[config.mk]
export PLATFORM = sky130hd
export DESIGN_NAME = split_document_record_deframer
export DESIGN_NICKNAME = d
export VERILOG_FILES = /design/src/rtl/sdrd_pkg.sv /design/src/rtl/split_document_record_deframer.sv
export SDC_FILE = /design/constraint.sdc
export NUM_CORES = 1
export LEC_CHECK = 0
export BUFFER_PORTS_ARGS = -buffer_cell sky130_fd_sc_hd__buf_4
export CORE_MARGIN = 2
export CORE_UTILIZATION = 44
export CTS_CLUSTER_DIAMETER = 200
export DETAILED_ROUTE_END_ITERATION = 10
export PLACE_DENSITY = 0.59
export SLEW_MARGIN = 10
export SYNTH_ARGS = -nofsm -noshare
export SYNTH_HDL_FRONTEND = slang
export SYNTH_SLANG_ARGS = --single-unit
[constraint.sdc]
create_clock -name aclk -period 7.3 [get_ports aclk]
set_clock_uncertainty 0.2 [all_clocks]
set_input_delay 1.46 -clock aclk [delete_from_list [all_inputs] [get_ports aclk]]
set_output_delay 1.46 -clock aclk [all_outputs]
set_load 0.01 [all_outputs]
[src/rtl/sdrd_pkg.sv]
// Constants, codes and types shared by the record-stream deframer.
package sdrd_pkg;

    localparam int LENGTH_BITS = 32;
    localparam int SIZE_W      = 32;

    localparam int S_TDATA_W   = 8;
    localparam int M_TDATA_W   = 80;
    localparam int M_TUSER_W   = 5;

    localparam logic [SIZE_W-1:0] LEN_MASK =
        SIZE_W'((64'd1 << LENGTH_BITS) - 64'd1);
    localparam logic [SIZE_W-1:0] SIZE_ONES = '1;

    localparam logic [2:0] PH_FIRST = 3'd0;
    localparam logic [2:0] PH_COUNT = 3'd1;
    localparam logic [2:0] PH_REC   = 3'd2;
    localparam logic [2:0] PH_OCR   = 3'd3;
    localparam logic [2:0] PH_SIZE  = 3'd4;
    localparam logic [2:0] PH_DATA  = 3'd5;
    localparam logic [2:0] PH_END   = 3'd6;
    localparam logic [2:0] PH_STOP  = 3'd7;

    localparam logic [7:0] TYPE_HEADER = 8'h01;
    localparam logic [7:0] TYPE_PAGE   = 8'h02;
    localparam logic [7:0] TYPE_FOOTER = 8'h03;

    localparam logic [1:0] SEG_IMAGE  = 2'd0;
    localparam logic [1:0] SEG_PDF    = 2'd1;
    localparam logic [1:0] SEG_TEXT   = 2'd2;
    localparam logic [1:0] SEG_FOOTER = 2'd3;

    localparam logic [3:0] ST_RUN     = 4'd0;
    localparam logic [3:0] ST_DONE    = 4'd1;
    localparam logic [3:0] ST_EMPTY   = 4'd2;
    localparam logic [3:0] ST_BADTYPE = 4'd3;
    localparam logic [3:0] ST_ZERO    = 4'd4;
    localparam logic [3:0] ST_BADOCR  = 4'd5;
    localparam logic [3:0] ST_TRUNC   = 4'd6;
    localparam logic [3:0] ST_EXTRA   = 4'd7;
    localparam logic [3:0] ST_ONES    = 4'd8;

    typedef struct packed {
        logic              payload_valid;
        logic [7:0]        payload_byte;
        logic [1:0]        segment;
        logic [SIZE_W-1:0] page_number;
        logic              segment_last;
        logic              ocr_valid;
        logic              ocr_flag;
        logic              count_valid;
        logic [SIZE_W-1:0] page_count;
        logic [3:0]        status;
    } res_t;

endpackage

[src/rtl/split_document_record_deframer.sv]
// Top level of the record-stream deframer: parser state and registered result.
//
// Takes one word per cycle (a stream byte, or an end mark when s_tuser is 1)
// and returns exactly one result word for each, presented in the cycle after acceptance.
// The parser state and the result register both update at the accepting
// edge, so a new word is taken every cycle while the result register is empty
// or being drained: s_tready = !m_tvalid || m_tready. The first error or the
// clean end of the footer freezes the status; later words still give a result
// carrying only page_count and the frozen status.
module split_document_record_deframer (
    input  logic                            aclk,
    input  logic                            aresetn,
    input  logic                            s_tvalid,
    output logic                            s_tready,
    input  logic [sdrd_pkg::S_TDATA_W-1:0]  s_tdata,   // [7:0] data_byte
    input  logic                            s_tuser,   // [0] stream_end
    output logic                            m_tvalid,
    input  logic                            m_tready,
    // [7:0] payload_byte, [39:8] page_number, [40] ocr_flag,
    // [72:41] page_count, [76:73] status, [79:77] zero
    output logic [sdrd_pkg::M_TDATA_W-1:0]  m_tdata,
    // [0] payload_valid, [2:1] segment, [3] ocr_valid, [4] count_valid
    output logic [sdrd_pkg::M_TUSER_W-1:0]  m_tuser,
    output logic                            m_tlast    // segment_last
);
    import sdrd_pkg::*;

    logic [2:0]        phase_reg, phase_next;
    logic [1:0]        idx_reg, idx_next;
    logic [SIZE_W-1:0] acc_reg, acc_next;
    logic [SIZE_W-1:0] remain_reg, remain_next;
    logic [SIZE_W-1:0] seen_reg, seen_next;
    logic [SIZE_W-1:0] declared_reg, declared_next;
    logic [1:0]        seg_reg, seg_next;
    logic [3:0]        status_reg, status_next;
    logic              ocr_reg, ocr_next;
    logic              m_tvalid_reg;
    res_t              res_reg, res_next;

    logic              accept;
    logic [7:0]        b;
    logic              end_mark;
    logic [SIZE_W-1:0] acc_shift;
    logic [SIZE_W-1:0] remain_dec;
    logic [SIZE_W-1:0] page_inc;
    logic              in_page;

    assign s_tready   = !m_tvalid_reg || m_tready;
    assign accept     = s_tvalid && s_tready;
    assign b          = s_tdata[7:0];
    assign end_mark   = s_tuser;
    assign acc_shift  = {acc_reg[SIZE_W-9:0], b};
    assign remain_dec = remain_reg - SIZE_W'(1);
    assign page_inc   = seen_reg + SIZE_W'(1);
    assign in_page    = seg_reg != SEG_FOOTER;

    always_comb begin
        phase_next    = phase_reg;
        idx_next      = idx_reg;
        acc_next      = acc_reg;
        remain_next   = remain_reg;
        seen_next     = seen_reg;
        declared_next = declared_reg;
        seg_next      = seg_reg;
        status_next   = status_reg;
        ocr_next      = ocr_reg;
        res_next      = '0;

        case (phase_reg)
            PH_FIRST: begin
                if (end_mark) begin
                    status_next = ST_EMPTY;
                    phase_next  = PH_STOP;
                end else if (b == TYPE_HEADER) begin
                    idx_next   = '0;
                    acc_next   = '0;
                    phase_next = PH_COUNT;
                end else if (b == TYPE_FOOTER) begin
                    seg_next   = SEG_FOOTER;
                    idx_next   = '0;
                    acc_next   = '0;
                    phase_next = PH_SIZE;
                end else begin
                    status_next = ST_BADTYPE;
                    phase_next  = PH_STOP;
                end
            end
            PH_COUNT: begin
                if (end_mark) begin
                    status_next = ST_TRUNC;
                    phase_next  = PH_STOP;
                end else begin
                    acc_next = acc_shift;
                    if (idx_reg != 2'd3) begin
                        idx_next = idx_reg + 2'd1;
                    end else begin
                        idx_next = '0;
                        if (acc_shift == SIZE_ONES) begin
                            status_next = ST_ONES;
                            phase_next  = PH_STOP;
                        end else if (acc_shift == '0) begin
                            status_next = ST_ZERO;
                            phase_next  = PH_STOP;
                        end else begin
                            declared_next        = acc_shift;
                            res_next.count_valid = 1'b1;
                            seen_next            = '0;
                            phase_next           = PH_REC;
                        end
                    end
                end
            end
            PH_REC: begin
                if (end_mark) begin
                    status_next = ST_TRUNC;
                    phase_next  = PH_STOP;
                end else if (b == TYPE_FOOTER) begin
                    seg_next   = SEG_FOOTER;
                    idx_next   = '0;
                    acc_next   = '0;
                    phase_next = PH_SIZE;
                end else if (b == TYPE_PAGE && seen_reg < declared_reg) begin
                    res_next.page_number = page_inc;
                    seg_next             = SEG_IMAGE;
                    phase_next           = PH_OCR;
                end else begin
                    status_next = ST_BADTYPE;
                    phase_next  = PH_STOP;
                end
            end
            PH_OCR: begin
                res_next.page_number = page_inc;
                if (end_mark) begin
                    status_next = ST_TRUNC;
                    phase_next  = PH_STOP;
                end else if (b[7:1] == 7'd0) begin
                    ocr_next           = b[0];
                    res_next.ocr_valid = 1'b1;
                    res_next.ocr_flag  = b[0];
                    seg_next           = SEG_IMAGE;
                    idx_next           = '0;
                    acc_next           = '0;
                    phase_next         = PH_SIZE;
                end else begin
                    status_next = ST_BADOCR;
                    phase_next  = PH_STOP;
                end
            end
            PH_SIZE: begin
                if (in_page) begin
                    res_next.page_number = page_inc;
                end
                if (end_mark) begin
                    status_next = ST_TRUNC;
                    phase_next  = PH_STOP;
                end else begin
                    acc_next = acc_shift;
                    if (idx_reg != 2'd3) begin
                        idx_next = idx_reg + 2'd1;
                    end else begin
                        idx_next = '0;
                        if (acc_shift == SIZE_ONES || (acc_shift & ~LEN_MASK) != '0) begin
                            status_next = ST_ONES;
                            phase_next  = PH_STOP;
                        end else if (acc_shift == '0) begin
                            if (seg_reg == SEG_TEXT) begin
                                res_next.segment      = SEG_TEXT;
                                res_next.segment_last = 1'b1;
                            end
                            case (seg_reg)
                                SEG_IMAGE: begin
                                    seg_next = SEG_PDF;
                                    acc_next = '0;
                                end
                                SEG_PDF: begin
                                    seg_next = SEG_TEXT;
                                    acc_next = '0;
                                end
                                SEG_TEXT: begin
                                    seen_next  = page_inc;
                                    seg_next   = SEG_IMAGE;
                                    phase_next = PH_REC;
                                end
                                default: begin
                                    phase_next = PH_END;
                                end
                            endcase
                        end else begin
                            remain_next = acc_shift;
                            phase_next  = PH_DATA;
                        end
                    end
                end
            end
            PH_DATA: begin
                if (in_page) begin
                    res_next.page_number = page_inc;
                end
                if (end_mark) begin
                    status_next = ST_TRUNC;
                    phase_next  = PH_STOP;
                end else begin
                    res_next.payload_valid = 1'b1;
                    res_next.payload_byte  = b;
                    res_next.segment       = seg_reg;
                    remain_next            = remain_dec;
                    if (remain_dec == '0) begin
                        res_next.segment_last = 1'b1;
                        case (seg_reg)
                            SEG_IMAGE: begin
                                seg_next   = SEG_PDF;
                                idx_next   = '0;
                                acc_next   = '0;
                                phase_next = PH_SIZE;
                            end
                            SEG_PDF: begin
                                seg_next   = SEG_TEXT;
                                idx_next   = '0;
                                acc_next   = '0;
                                phase_next = PH_SIZE;
                            end
                            SEG_TEXT: begin
                                seen_next  = page_inc;
                                seg_next   = SEG_IMAGE;
                                phase_next = PH_REC;
                            end
                            default: begin
                                phase_next = PH_END;
                            end
                        endcase
                    end
                end
            end
            PH_END: begin
                phase_next  = PH_STOP;
                status_next = end_mark ? ST_DONE : ST_EXTRA;
            end
            default: begin
            end
        endcase

        res_next.page_count = declared_next;
        res_next.status     = status_next;
    end

    always_ff @(posedge aclk) begin
        if (!aresetn) begin
            phase_reg    <= PH_FIRST;
            idx_reg      <= '0;
            acc_reg      <= '0;
            remain_reg   <= '0;
            seen_reg     <= '0;
            declared_reg <= '0;
            seg_reg      <= SEG_IMAGE;
            status_reg   <= ST_RUN;
            ocr_reg      <= 1'b0;
            m_tvalid_reg <= 1'b0;
        end else begin
            if (accept) begin
                phase_reg    <= phase_next;
                idx_reg      <= idx_next;
                acc_reg      <= acc_next;
                remain_reg   <= remain_next;
                seen_reg     <= seen_next;
                declared_reg <= declared_next;
                seg_reg      <= seg_next;
                status_reg   <= status_next;
                ocr_reg      <= ocr_next;
                m_tvalid_reg <= 1'b1;
            end else if (m_tready) begin
                m_tvalid_reg <= 1'b0;
            end
        end
    end

    always_ff @(posedge aclk) begin
        if (accept) begin
            res_reg <= res_next;
        end
    end

    assign m_tvalid = m_tvalid_reg;
    assign m_tdata  = {3'b000, res_reg.status, res_reg.page_count, res_reg.ocr_flag,
                       res_reg.page_number, res_reg.payload_byte};
    assign m_tuser  = {res_reg.count_valid, res_reg.ocr_valid, res_reg.segment,
                       res_reg.payload_valid};
    assign m_tlast  = res_reg.segment_last;

    a_one_kind: assert property (@(posedge aclk) disable iff (!aresetn)
        m_tvalid_reg |-> $onehot0({res_reg.payload_valid, res_reg.ocr_valid,
                                   res_reg.count_valid}))
        else $error("more than one result kind flagged");

    a_status_frozen: assert property (@(posedge aclk) disable iff (!aresetn)
        status_reg != ST_RUN |=> status_reg == $past(status_reg))
        else $error("sticky status changed");

    a_payload_running: assert property (@(posedge aclk) disable iff (!aresetn)
        m_tvalid_reg && res_reg.payload_valid |-> res_reg.status == ST_RUN)
        else $error("payload word after stop");

    a_count_nonzero: assert property (@(posedge aclk) disable iff (!aresetn)
        m_tvalid_reg && res_reg.count_valid |-> res_reg.page_count != '0)
        else $error("zero page count accepted");

    a_stop_phase: assert property (@(posedge aclk) disable iff (!aresetn)
        status_reg != ST_RUN |-> phase_reg == PH_STOP)
        else $error("status set while parser runs");

endmodule
==> metrics.md, run 1 <==
| Metric | Value |
|---|---|
| Cts repair resizes | 0 |
| Crit path kind | in -> reg |
| Fraction of synthesis flops using an asynchronous set or reset pin | 0% |
| Area taken by multi-input logic gates | slightly above 6000 µm² |
| Clock sink total | 215 |
| Post-synth top flop | sky130_fd_sc_hd__dfxtp_1 |
| Most common cell in the netlist | sky130_fd_sc_hd__nor2_1 |
| Antenna-violating nets left | 0 |
| Fraction of layout cells with a size suffix above 1 | 13.1% |
| DR pass1 iterations | 5 |
| Crit path max-delay cell type | sky130_fd_sc_hd__nor4_1 |
| Number of cells on the worst hold path | 2 |
| Setup repair after global routing missed its margin | no |
| Req. time, crit path | 7.52 ns |
| Post CTS Setup Buffer Count | 0 |
| Die area | 28,700 µm² |
| Worst Reg2Reg Path Length in Cells | 11 |
| Number of levels in the clock H-tree | 1 |
| Actual transition at the worst max-transition pin | roughly 1.1 ns |
| Area share of the largest cell type after synthesis | 21.9% |
| Final sum of negative setup slack | 0 ns |
| Number of I/O pins | 101 |
| Nature of the critical path startpoint | primary input |
| Leakage dissipation | 5.01 nW |
| Maximum number of pins on one net before global-route repair | 68 |
| Finished Core Util | 50.9% |
| Post-synth EDFFs | between 80 and 90 |
| Top cells by instance count after synthesis | sky130_fd_sc_hd__nor2_1, sky130_fd_sc_hd__dfxtp_1, sky130_fd_sc_hd__nand2_1 |
| Cell breakdown of the critical path | buf_4 > nor4_1 > nand3b_1 > nor3_2 > nand3_1 > o21ai_1 > nand2_1 > buf_4 > or3_4 > o41ai_1 |
| IO Port Bufs | 97 |
| Setup slack of the worst register-to-register path | 2.75 ns |
| Register area | 5130 µm² |
| Proportion of synthesized chip area in sequential cells | 42.6% |
| Die height | 169 µm |
| Total power draw | 3.02 mW |
| Row Count | 60 |
| Yosys warns | 0 |
| Total of fill cells in the finished design | 2,562 |
| Final weighted congestion in routability-driven placement | 0.898 |
| Final critical path time including I/O delays and setup | 5.07 ns |
| First-pass GRT wire length | 57,000 µm |
| End point of the most critical hold path | declared_reg[10] |
| Cts bufs inserted | 25 |
| Max reg flops | 77 |
| Result of the run | complete, no violations |
| Final worst path period share | 69.5% |
| Number of vias per cell | between 6 and 7 |
| Number of nets in the final layout | 1,477 |
| Largest fanout on the critical path | 27 |
| Total global routing overflow | 0 |
| Max_cap viols | 0 |
| HP Start | declared_reg[10] |
| Worst hold path class | reg -> reg |
| Vias in the first global route | 10,200 |
| Worst slack after detailed placement | 1.79 ns |
| Initial antenna violation count | 0 |
| Post-synthesis instance area | 12,000 µm² |
| Synth area leaders | sky130_fd_sc_hd__dfxtp_1, sky130_fd_sc_hd__edfxtp_1, sky130_fd_sc_hd__nor2_1 |
| Maximum ir drop on the vdd rail | ~0.16 mV |
| Diodes inserted | 0 |
| Cell accounting for the most synthesized area | sky130_fd_sc_hd__dfxtp_1 |
| Category of the worst setup path capture point | register |
| Cells after Synth | around 1,400 |
| Final-report setup violation count | 0 |
| Relative slew margins | 22.2% |
| Crit path largest cell delay | 0.57 ns |
| Achievable clock frequency | 197 MHz |
| Average instance area after synthesis | 8.69 µm² |
| Global-route usage over all layers | 25.0% |
| Number of remaining DRC errors | 0 |
| CTS tree | done |
| Hold-fix buffer count after cts | 0 |
| Clock transition time at the flip-flop clock pins of the worst setup and hold paths | 0.06 ns |
| Sum of net half-perimeters after detailed placement | 25,300 µm |
| Via count of the routed design | 10,900 |
| CTS Root Cell | sky130_fd_sc_hd__clkbuf_16 |
| Layout area overhead | 13.9% |
| Count of final hold-check violations | 0 |
| Effective utilization at floorplan | 44.7% |
| Reg-to-reg critical path startpoint | remain_reg[0] |
| Die Span X | between 150 and 200 µm |
| Wirelength, routed | about 37,000 µm |
| Placeable Area | 27,000 µm² |
| Count of distinct cell types in the synthesized netlist | 83 |
| Final routed wire length divided by cell count | 20.6 µm |
| Slack of the critical path | 2.23 ns |
| Buffer levels on the longest clock path | 3 |
| Post-synthesis sequential element count | around 220 |
| Clock latency reported for the late side of the worst-skew pair | about 0.53 ns |
| Cell type with the highest occurrence count on the critical path | sky130_fd_sc_hd__buf_4 |
| Max-slew violation total from the final report | 0 |
| Data arrival time at the worst-slack endpoint | 5.29 ns |
| Initial DRC Count | about 1,000 |
| Cell area power density | roughly 220 nW/µm² |
| Destination of the worst register-to-register timing path | seen_reg[13] |
==> worst max path at each step <==
stage / start / end / slack (ns) / cells after the start
4_1_cts: s_tdata[4] / seen_reg[13] / 2.32 / 10
3_5_place_dp: s_tdata[4] / seen_reg[13] / 1.79 / 10
6_report: s_tdata[4] / seen_reg[13] / 2.23 / 10
5_1_grt: s_tdata[4] / seen_reg[10] / 2.08 / 10
3_3_place_gp: s_tdata[4] / seen_reg[10] / 1.85 / 10
2_1_floorplan: m_tready / acc_reg[0] / 2.21 / 8
==> per-stage QoR <==
stage / hold slack (ns) / area [µm²] / std cells
2_1_floorplan: 0.252 / 12100 / 1389
3_3_place_gp: 0.269 / 12900 / 1738
3_5_place_dp: 0.272 / 12900 / 1738
4_1_cts: 0.286 / 13700 / 1783
5_1_grt: 0.313 / 13700 / 1783
6_report: 0.290 / 13700 / 1783
==> critical path: cells and delay by family <==
kind,cells,cell delay (ns)
AO/OA/AOI/OAI,2,0.79
buffers and inverters,2,0.49
AND/OR/NAND/NOR,6,2.52
==> cell families (layout without fill, tap and decap cells) <==
kind of cell | count (synthesis) | count (layout) | synth area share [%]
compound gates | 400 | 400 | 22.8
xor+xnor | 35 | 35 | 2.54
fa+ha+maj | 40 | 40 | 4.15
buf+inv | 179 | 232 | 5.99
flops | 215 | 215 | 42.6
mux | 16 | 16 | 1.49
other cells | 1 | 3 | 0.0311
simple gates | 501 | 501 | 20.4
==> routing by layer <==
metal	up-vias	routed length [µm]	GRT usage, %
li1	5233	-	-
met1	5291	16900	34.9
met2	359	17200	41.1
met3	56	1910	2.78
met4	0	815	6.76
met5	-	0	0
==> layout by cell type, fill, tap and decap left out, types with 5 or more instances in the layout <==
cell type	count
sky130_fd_sc_hd__or4_1	9
sky130_fd_sc_hd__nand4_1	41
sky130_fd_sc_hd__buf_4	112
sky130_fd_sc_hd__edfxtp_1	83
sky130_fd_sc_hd__nor3_1	28
sky130_fd_sc_hd__ha_1	40
sky130_fd_sc_hd__nor2_1	163
sky130_fd_sc_hd__clkbuf_8	6
sky130_fd_sc_hd__o211ai_1	22
sky130_fd_sc_hd__clkinv_2	7
sky130_fd_sc_hd__a31oi_1	11
sky130_fd_sc_hd__nor4b_1	5
sky130_fd_sc_hd__o21ai_0	89
sky130_fd_sc_hd__a2bb2oi_1	10
sky130_fd_sc_hd__a21o_1	9
sky130_fd_sc_hd__nand3_1	44
sky130_fd_sc_hd__o31ai_1	11
sky130_fd_sc_hd__and2_1	6
sky130_fd_sc_hd__clkbuf_16	25
sky130_fd_sc_hd__or3_1	21
sky130_fd_sc_hd__a221oi_1	14
sky130_fd_sc_hd__o311ai_1	9
sky130_fd_sc_hd__mux2_1	14
sky130_fd_sc_hd__nand2_1	104
sky130_fd_sc_hd__o32ai_1	5
sky130_fd_sc_hd__and3_1	21
sky130_fd_sc_hd__a22o_1	17
sky130_fd_sc_hd__o22ai_1	12
sky130_fd_sc_hd__inv_1	72
sky130_fd_sc_hd__xnor2_1	13
sky130_fd_sc_hd__or2_2	6
sky130_fd_sc_hd__o21ai_1	8
sky130_fd_sc_hd__nor4_1	24
sky130_fd_sc_hd__xor2_1	22
sky130_fd_sc_hd__a22oi_1	9
sky130_fd_sc_hd__dfxtp_1	132
sky130_fd_sc_hd__a21oi_1	72
sky130_fd_sc_hd__a211oi_1	52
==> power breakdown <==
| part | switching (mW) | leakage [nW] | internal (mW) |
|---|---|---|---|
| registers | 0.0362 | 1.90 | 1.30 |
| logic | 0.277 | 2.69 | 0.135 |
| clock network | 0.510 | 0.410 | 0.755 |
| total | 0.823 | 5.01 | 2.19 |
==> layout make-up <==
| type | instances | share of cell area (%) |
|---|---|---|
| clock buffer | 34 | 5.24 |
| timing repair buffer | 112 | 6.13 |
| sequential | 215 | 37.4 |
| tap | 341 | 3.11 |
| inverter | 75 | 2.06 |
| multi-input combinational | 995 | 45.3 |
| clock inverter | 11 | 0.766 |
(Power assumes the default switching activity.)
==> run 2, diff against run 1 <==
==> constraint.sdc (replaced) <==
create_clock -name aclk -period 4.92 [get_ports aclk]
set_clock_uncertainty 0.2 [all_clocks]
set_input_delay 0.984 -clock aclk [delete_from_list [all_inputs] [get_ports aclk]]
set_output_delay 0.984 -clock aclk [all_outputs]
set_load 0.01 [all_outputs]
==> metrics.md, run 2 (synthesized netlist as in run 1, its figures left out) <==
| Metric | Value |
|---|---|
| Number of levels in the clock H-tree | 1 |
| Initial antenna violation count | 0 |
| Maximum number of pins on one net before global-route repair | 72 |
| Via count of the routed design | around 11,000 |
| Die Span X | about 170 µm |
| Vias in the first global route | 10,200 |
| End point of the most critical hold path | declared_reg[2] |
| Clock latency reported for the late side of the worst-skew pair | between 0.5 and 0.6 ns |
| Final critical path time including I/O delays and setup | about 4 ns |
| Number of nets in the final layout | roughly 1,500 |
| Die area | 28,700 µm² |
| Number of I/O pins | slightly above 100 |
| Wirelength, routed | approximately 36,000 µm |
| Placeable Area | around 27,000 µm² |
| Fraction of layout cells with a size suffix above 1 | 13.7% |
| Number of vias per cell | 6.14 |
| DR pass1 iterations | 6 |
| Post CTS Setup Buffer Count | 0 |
| First-pass GRT wire length | 57,600 µm |
| Final worst path period share | 83.0% |
| Worst hold path class | reg -> reg |
| Sum of net half-perimeters after detailed placement | 25,400 µm |
| Cts bufs inserted | 26 |
| Number of remaining DRC errors | 0 |
| Initial DRC Count | 1,179 |
| Reg-to-reg critical path startpoint | remain_reg[2] |
| Total power draw | around 4.6 mW |
| Setup slack of the worst register-to-register path | 0.84 ns |
| Number of cells on the worst hold path | 2 |
| Clock sink total | 215 |
| Crit path kind | reg -> reg |
| Max reg flops | 77 |
| Effective utilization at floorplan | 44.7% |
| Total global routing overflow | 0 |
| Final sum of negative setup slack | 0 ns |
| IO Port Bufs | 97 |
| Actual transition at the worst max-transition pin | 0.982 ns |
| Maximum ir drop on the vdd rail | 0.235 mV |
| Part of the total power dissipated in sequential elements | 43.7% |
| Clk network pwr share | 43.0% |
| Layout area overhead | 14.8% |
| Relative slew margins | 33.7% |
| Data arrival time at the worst-slack endpoint | between 4 and 5 ns |
| Buffer levels on the longest clock path | 3 |
| Diodes inserted | 0 |
| Worst Reg2Reg Path Length in Cells | 8 |
| Max-slew violation total from the final report | 0 |
| HP Start | declared_reg[2] |
| Antenna-violating nets left | 0 |
| Global-route usage over all layers | 25.2% |
| Nature of the critical path startpoint | register |
| Fraction of power spent switching nets | around 27% |
| Row Count | 60 |
| Clock transition time at the flip-flop clock pins of the worst setup and hold paths | ~0.06 ns |
| Largest fanout on the critical path | 22 |
| CTS tree | done |
| Count of final hold-check violations | 0 |
| Category of the worst setup path capture point | register |
| Leading cell type in the layout, fill and taps excluded | sky130_fd_sc_hd__nor2_1 |
| Achievable clock frequency | 245 MHz |
| Req. time, crit path | 5.16 ns |
| Cts repair resizes | 0 |
| Leakage dissipation | 5.06 nW |
| Result of the run | complete, no violations |
| Final weighted congestion in routability-driven placement | a little over 0.9 |
| Max_cap viols | 0 |
| Die height | 169 µm |
| Setup repair after global routing missed its margin | no |
| Final-report setup violation count | 0 |
| Hold-fix buffer count after cts | 0 |
| Reported net switching power | around 1.2 mW |
| Internal Dissipation | approximately 3.3 mW |
| Final routed wire length divided by cell count | roughly 20 µm |
| CTS Root Cell | sky130_fd_sc_hd__clkbuf_16 |
| Top library cells by usage in the layout, fill and taps aside | sky130_fd_sc_hd__nor2_1, sky130_fd_sc_hd__dfxtp_1, sky130_fd_sc_hd__buf_4, sky130_fd_sc_hd__nand2_1, sky130_fd_sc_hd__o21ai_0 |
| Logic pwr share | 13.3% |
| Destination of the worst register-to-register timing path | seen_reg[10] |
| Cell area power density | 329 nW/µm² |
## run 2: area by class of cell
class                   instances  area (µm²)
clock buffers                  32         703
clock inverters                16         171
fillers                      2559       13100
inverters                      75         283
multi-input cells             995        6210
flip-flops and latches        215        5130
well taps                     341         427
repair buffers                119         906
## run 2: power groups by stage
stage	Sequential [mW]	Clock, mW	Combinational (mW)
final	1.99	1.96	0.606
after global routing	2.00	2.06	0.665
after CTS	1.99	1.99	0.603
after detailed placement	2.02	0	0.600
after global placement	2.02	0	0.599
after floorplan	2.02	0	0.383
## run 2: stage by stage
step	setup slack [ns]	hold WS, ns	cells	area, µm²	util, %
final	0.838	0.285	1793	13800	51.3
after floorplan	0.309	0.252	1389	12100	-
after global placement	0.765	0.273	1745	13000	48.1
after CTS	0.944	0.285	1793	13800	51.3
after global routing	0.671	0.316	1793	13800	51.3
after detailed placement	0.731	0.274	1745	13000	48.1
## run 2: worst max-delay path, cell delays in order (launching register included)
cell and delay, ns:
sky130_fd_sc_hd__dfxtp_1 0.42, sky130_fd_sc_hd__or4_1 0.72, sky130_fd_sc_hd__nor4_1 0.59, sky130_fd_sc_hd__nand2_1 0.18, sky130_fd_sc_hd__a2bb2oi_1 0.18, sky130_fd_sc_hd__o22ai_2 0.42
sky130_fd_sc_hd__a31oi_2 0.37, sky130_fd_sc_hd__or3_4 0.62, sky130_fd_sc_hd__o41ai_1 0.26
## run 2: layer usage
metal / global-route usage (%) / share of wire (%) / wire [µm] / vias up
met2: 39.4 / 45 / 16200 / 401
met3: 3.15 / 6.8 / 2490 / 70
met5: 0 / 0 / 0 / -
met4: 7.80 / 2.9 / 1050 / 0
li1: - / - / - / 5259
met1: 36.3 / 46 / 16700 / 5272
## run 2: worst max path at each step
stage	from	endpoint	slack, ns
3_3_place_gp	s_tdata[4]	seen_reg[1]	0.77
3_5_place_dp	s_tdata[4]	seen_reg[1]	0.73
4_1_cts	remain_reg[0]	seen_reg[10]	0.94
5_1_grt	remain_reg[2]	seen_reg[10]	0.67
6_report	remain_reg[2]	seen_reg[10]	0.84
2_1_floorplan	m_tready	acc_reg[0]	0.31
==> run 3, diff against run 2 <==
--- a/config.mk
+++ b/config.mk
@@ -10,7 +10,7 @@
 export CORE_UTILIZATION = 44
 export CTS_CLUSTER_DIAMETER = 200
 export DETAILED_ROUTE_END_ITERATION = 10
-export PLACE_DENSITY = 0.59
+export PLACE_DENSITY = 0.61
 export SLEW_MARGIN = 10
 export SYNTH_ARGS = -nofsm -noshare
 export SYNTH_HDL_FRONTEND = slang
==> constraint.sdc (replaced) <==
create_clock -name aclk -period 3.5 [get_ports aclk]
set_clock_uncertainty 0.2 [all_clocks]
set_input_delay 0.7 -clock aclk [delete_from_list [all_inputs] [get_ports aclk]]
set_output_delay 0.7 -clock aclk [all_outputs]
set_load 0.01 [all_outputs]
==> metrics.md, run 3 (synthesized netlist as in run 1, its figures left out) <==
| Metric | Value |
|---|---|
| Category of the worst setup path capture point | register |
| CTS Root Cell | sky130_fd_sc_hd__clkbuf_16 |
| Logic pwr share | 15.5% |
| Clock transition time at the flip-flop clock pins of the worst setup and hold paths | ~0.06 ns |
| Leakage dissipation | about 5.5 nW |
| Fraction of power spent switching nets | 27.8% |
| End point of the most critical hold path | m_tvalid |
| Maximum ir drop on the vdd rail | 0.329 mV |
| Clock latency reported for the late side of the worst-skew pair | ~0.54 ns |
| Via count of the routed design | 11,300 |
| Number of vias per cell | 5.97 |
| Relative slew margins | 52.9% |
| Reported net switching power | 1.74 mW |
| Number of cells on the worst hold path | 3 |
| Final-report setup violation count | 0 |
| Row Count | 60 |
| Worst hold path class | in -> reg |
| Achievable clock frequency | 298 MHz |
| Die height | between 150 and 200 µm |
| Placeable Area | about 27,000 µm² |
| Setup slack of the worst register-to-register path | 0.14 ns |
| Final worst path period share | approximately 96% |
| Buffer levels on the longest clock path | 3 |
| Final critical path time including I/O delays and setup | 3.36 ns |
| Antenna-violating nets left | 0 |
| Initial DRC Count | a little under 1,000 |
| Initial antenna violation count | 0 |
| IO Port Bufs | 97 |
| Nature of the critical path startpoint | register |
| Effective utilization at floorplan | 44.7% |
| Final weighted congestion in routability-driven placement | 0.957 |
| Setup repair after global routing missed its margin | no |
| Sum of net half-perimeters after detailed placement | 26,600 µm |
| Crit path kind | reg -> reg |
| First-pass GRT wire length | 58,900 µm |
| Die Span X | 169 µm |
| Wirelength, routed | ~38,000 µm |
| DR pass1 iterations | 5 |
| Hold-fix buffer count after cts | 0 |
| Internal Dissipation | 4.52 mW |
| Post-route insts no fill | ~1,900 |
| Final routed wire length divided by cell count | between 20 and 25 µm |
| Die area | 28,700 µm² |
| Count of final hold-check violations | 0 |
| Destination of the worst register-to-register timing path | seen_reg[16] |
| Diodes inserted | 0 |
| Number of remaining DRC errors | 0 |
| Fraction of layout cells with a size suffix above 1 | between 15 and 20% |
| Number of I/O pins | between 100 and 150 |
| Post CTS Setup Buffer Count | 0 |
| Data arrival time at the worst-slack endpoint | roughly 3.6 ns |
| Cell area power density | 426 nW/µm² |
| Max reg flops | 77 |
| Cts bufs inserted | 25 |
| CTS tree | done |
| Global-route usage over all layers | between 20 and 30% |
| Count of placed standard cells including taps | 1,838 |
| Worst Reg2Reg Path Length in Cells | 11 |
| Worst setup path startpoint | remain_reg[1] |
| Top library cells by usage in the layout, fill and taps aside | sky130_fd_sc_hd__buf_4, sky130_fd_sc_hd__nor2_1, sky130_fd_sc_hd__dfxtp_1, sky130_fd_sc_hd__nand2_1, sky130_fd_sc_hd__o21ai_0 |
| Actual transition at the worst max-transition pin | 0.688 ns |
| Number of levels in the clock H-tree | 1 |
| Max_cap viols | 0 |
| Area of all placed cells without fillers | around 15,000 µm² |
| HP Start | s_tvalid |
| Req. time, crit path | 3.70 ns |
| Standard cell area after detailed placement | 13,800 µm² |
| Number of nets in the final layout | 1,578 |
| Layout area overhead | 22.0% |
| Result of the run | complete, no violations |
| Vias in the first global route | 10,600 |
| Largest fanout on the critical path | 17 |
| Part of the total power dissipated in sequential elements | ~44% |
| Maximum number of pins on one net before global-route repair | 87 |
| Max-slew violation total from the final report | 0 |
| Reg-to-reg critical path startpoint | remain_reg[1] |
| Leading cell type in the layout, fill and taps excluded | sky130_fd_sc_hd__buf_4 |
| Clock sink total | between 200 and 250 |
| Total global routing overflow | 0 |
| Clk network pwr share | about two fifths |
[run 3: critical path, cell delays in order (launching register included)]
cell	delay, ns
sky130_fd_sc_hd__dfxtp_2	0.34
sky130_fd_sc_hd__inv_1	0.08
sky130_fd_sc_hd__ha_2	0.19
sky130_fd_sc_hd__or3b_4	0.42
sky130_fd_sc_hd__or4_1	0.41
sky130_fd_sc_hd__a21o_1	0.21
sky130_fd_sc_hd__a21oi_2	0.16
sky130_fd_sc_hd__and4b_2	0.30
sky130_fd_sc_hd__a31oi_4	0.18
sky130_fd_sc_hd__buf_4	0.27
sky130_fd_sc_hd__o311ai_2	0.33
sky130_fd_sc_hd__o41ai_2	0.12
[run 3: timing repair]
| item | CTS | global route |
|---|---|---|
| endpoints found under the setup margin | 15 | 50 |
| cloned | 1 | 0 |
| pin swaps | 1 | 6 |
| resized for setup | 3 | 20 |
[run 3: how the worst max path moves through the flow]
stage                     cells past startpoint            to
after floorplan                               9    acc_reg[0]
after global placement                       11    seg_reg[1]
after detailed placement                     10  seen_reg[13]
after CTS                                    12   acc_reg[19]
after global routing                         12   acc_reg[21]
final                                        11  seen_reg[16]
[run 3: power by group through the flow]
| stage | sequential [mW] | combinational (mW) | clock [mW] |
|---|---|---|---|
| final | 2.78 | 0.972 | 2.51 |
| after floorplan | 2.84 | 0.543 | 0 |
| after CTS | 2.78 | 0.958 | 2.56 |
| after global routing | 2.79 | 1.06 | 2.66 |
| after detailed placement | 2.83 | 0.952 | 0 |
| after global placement | 2.83 | 0.944 | 0 |
[run 3: metrics by stage]
stage	power, mW	hold slack [ns]	utilization (%)	worst slack (ns)	TNS, ns
after CTS	6.29	0.231	54.1	0.00690	0
final	6.26	0.243	54.5	0.144	0
after detailed placement	3.78	0.278	51.2	-0.0482	-0.0730
after global routing	6.51	0.250	54.5	0.00177	0
after global placement	3.77	0.268	51.2	0.000444	0
after floorplan	3.39	0.252	-	-0.0311	-0.358
[run 3: area by class of cell]
class,instances,area (µm²)
multi-input cells,996,6350
clock inverters,7,42.5
inverters,75,285
repair buffers,212,1720
clock buffers,39,738
flip-flops and latches,215,5140
well taps,341,427
fillers,2524,12300
[run 3: routing by layer]
metal	GRT usage, %	routed length (µm)
met1	35.7	17100
met2	42.0	17500
met3	4.36	2330
met4	5.98	746
met5	0	0
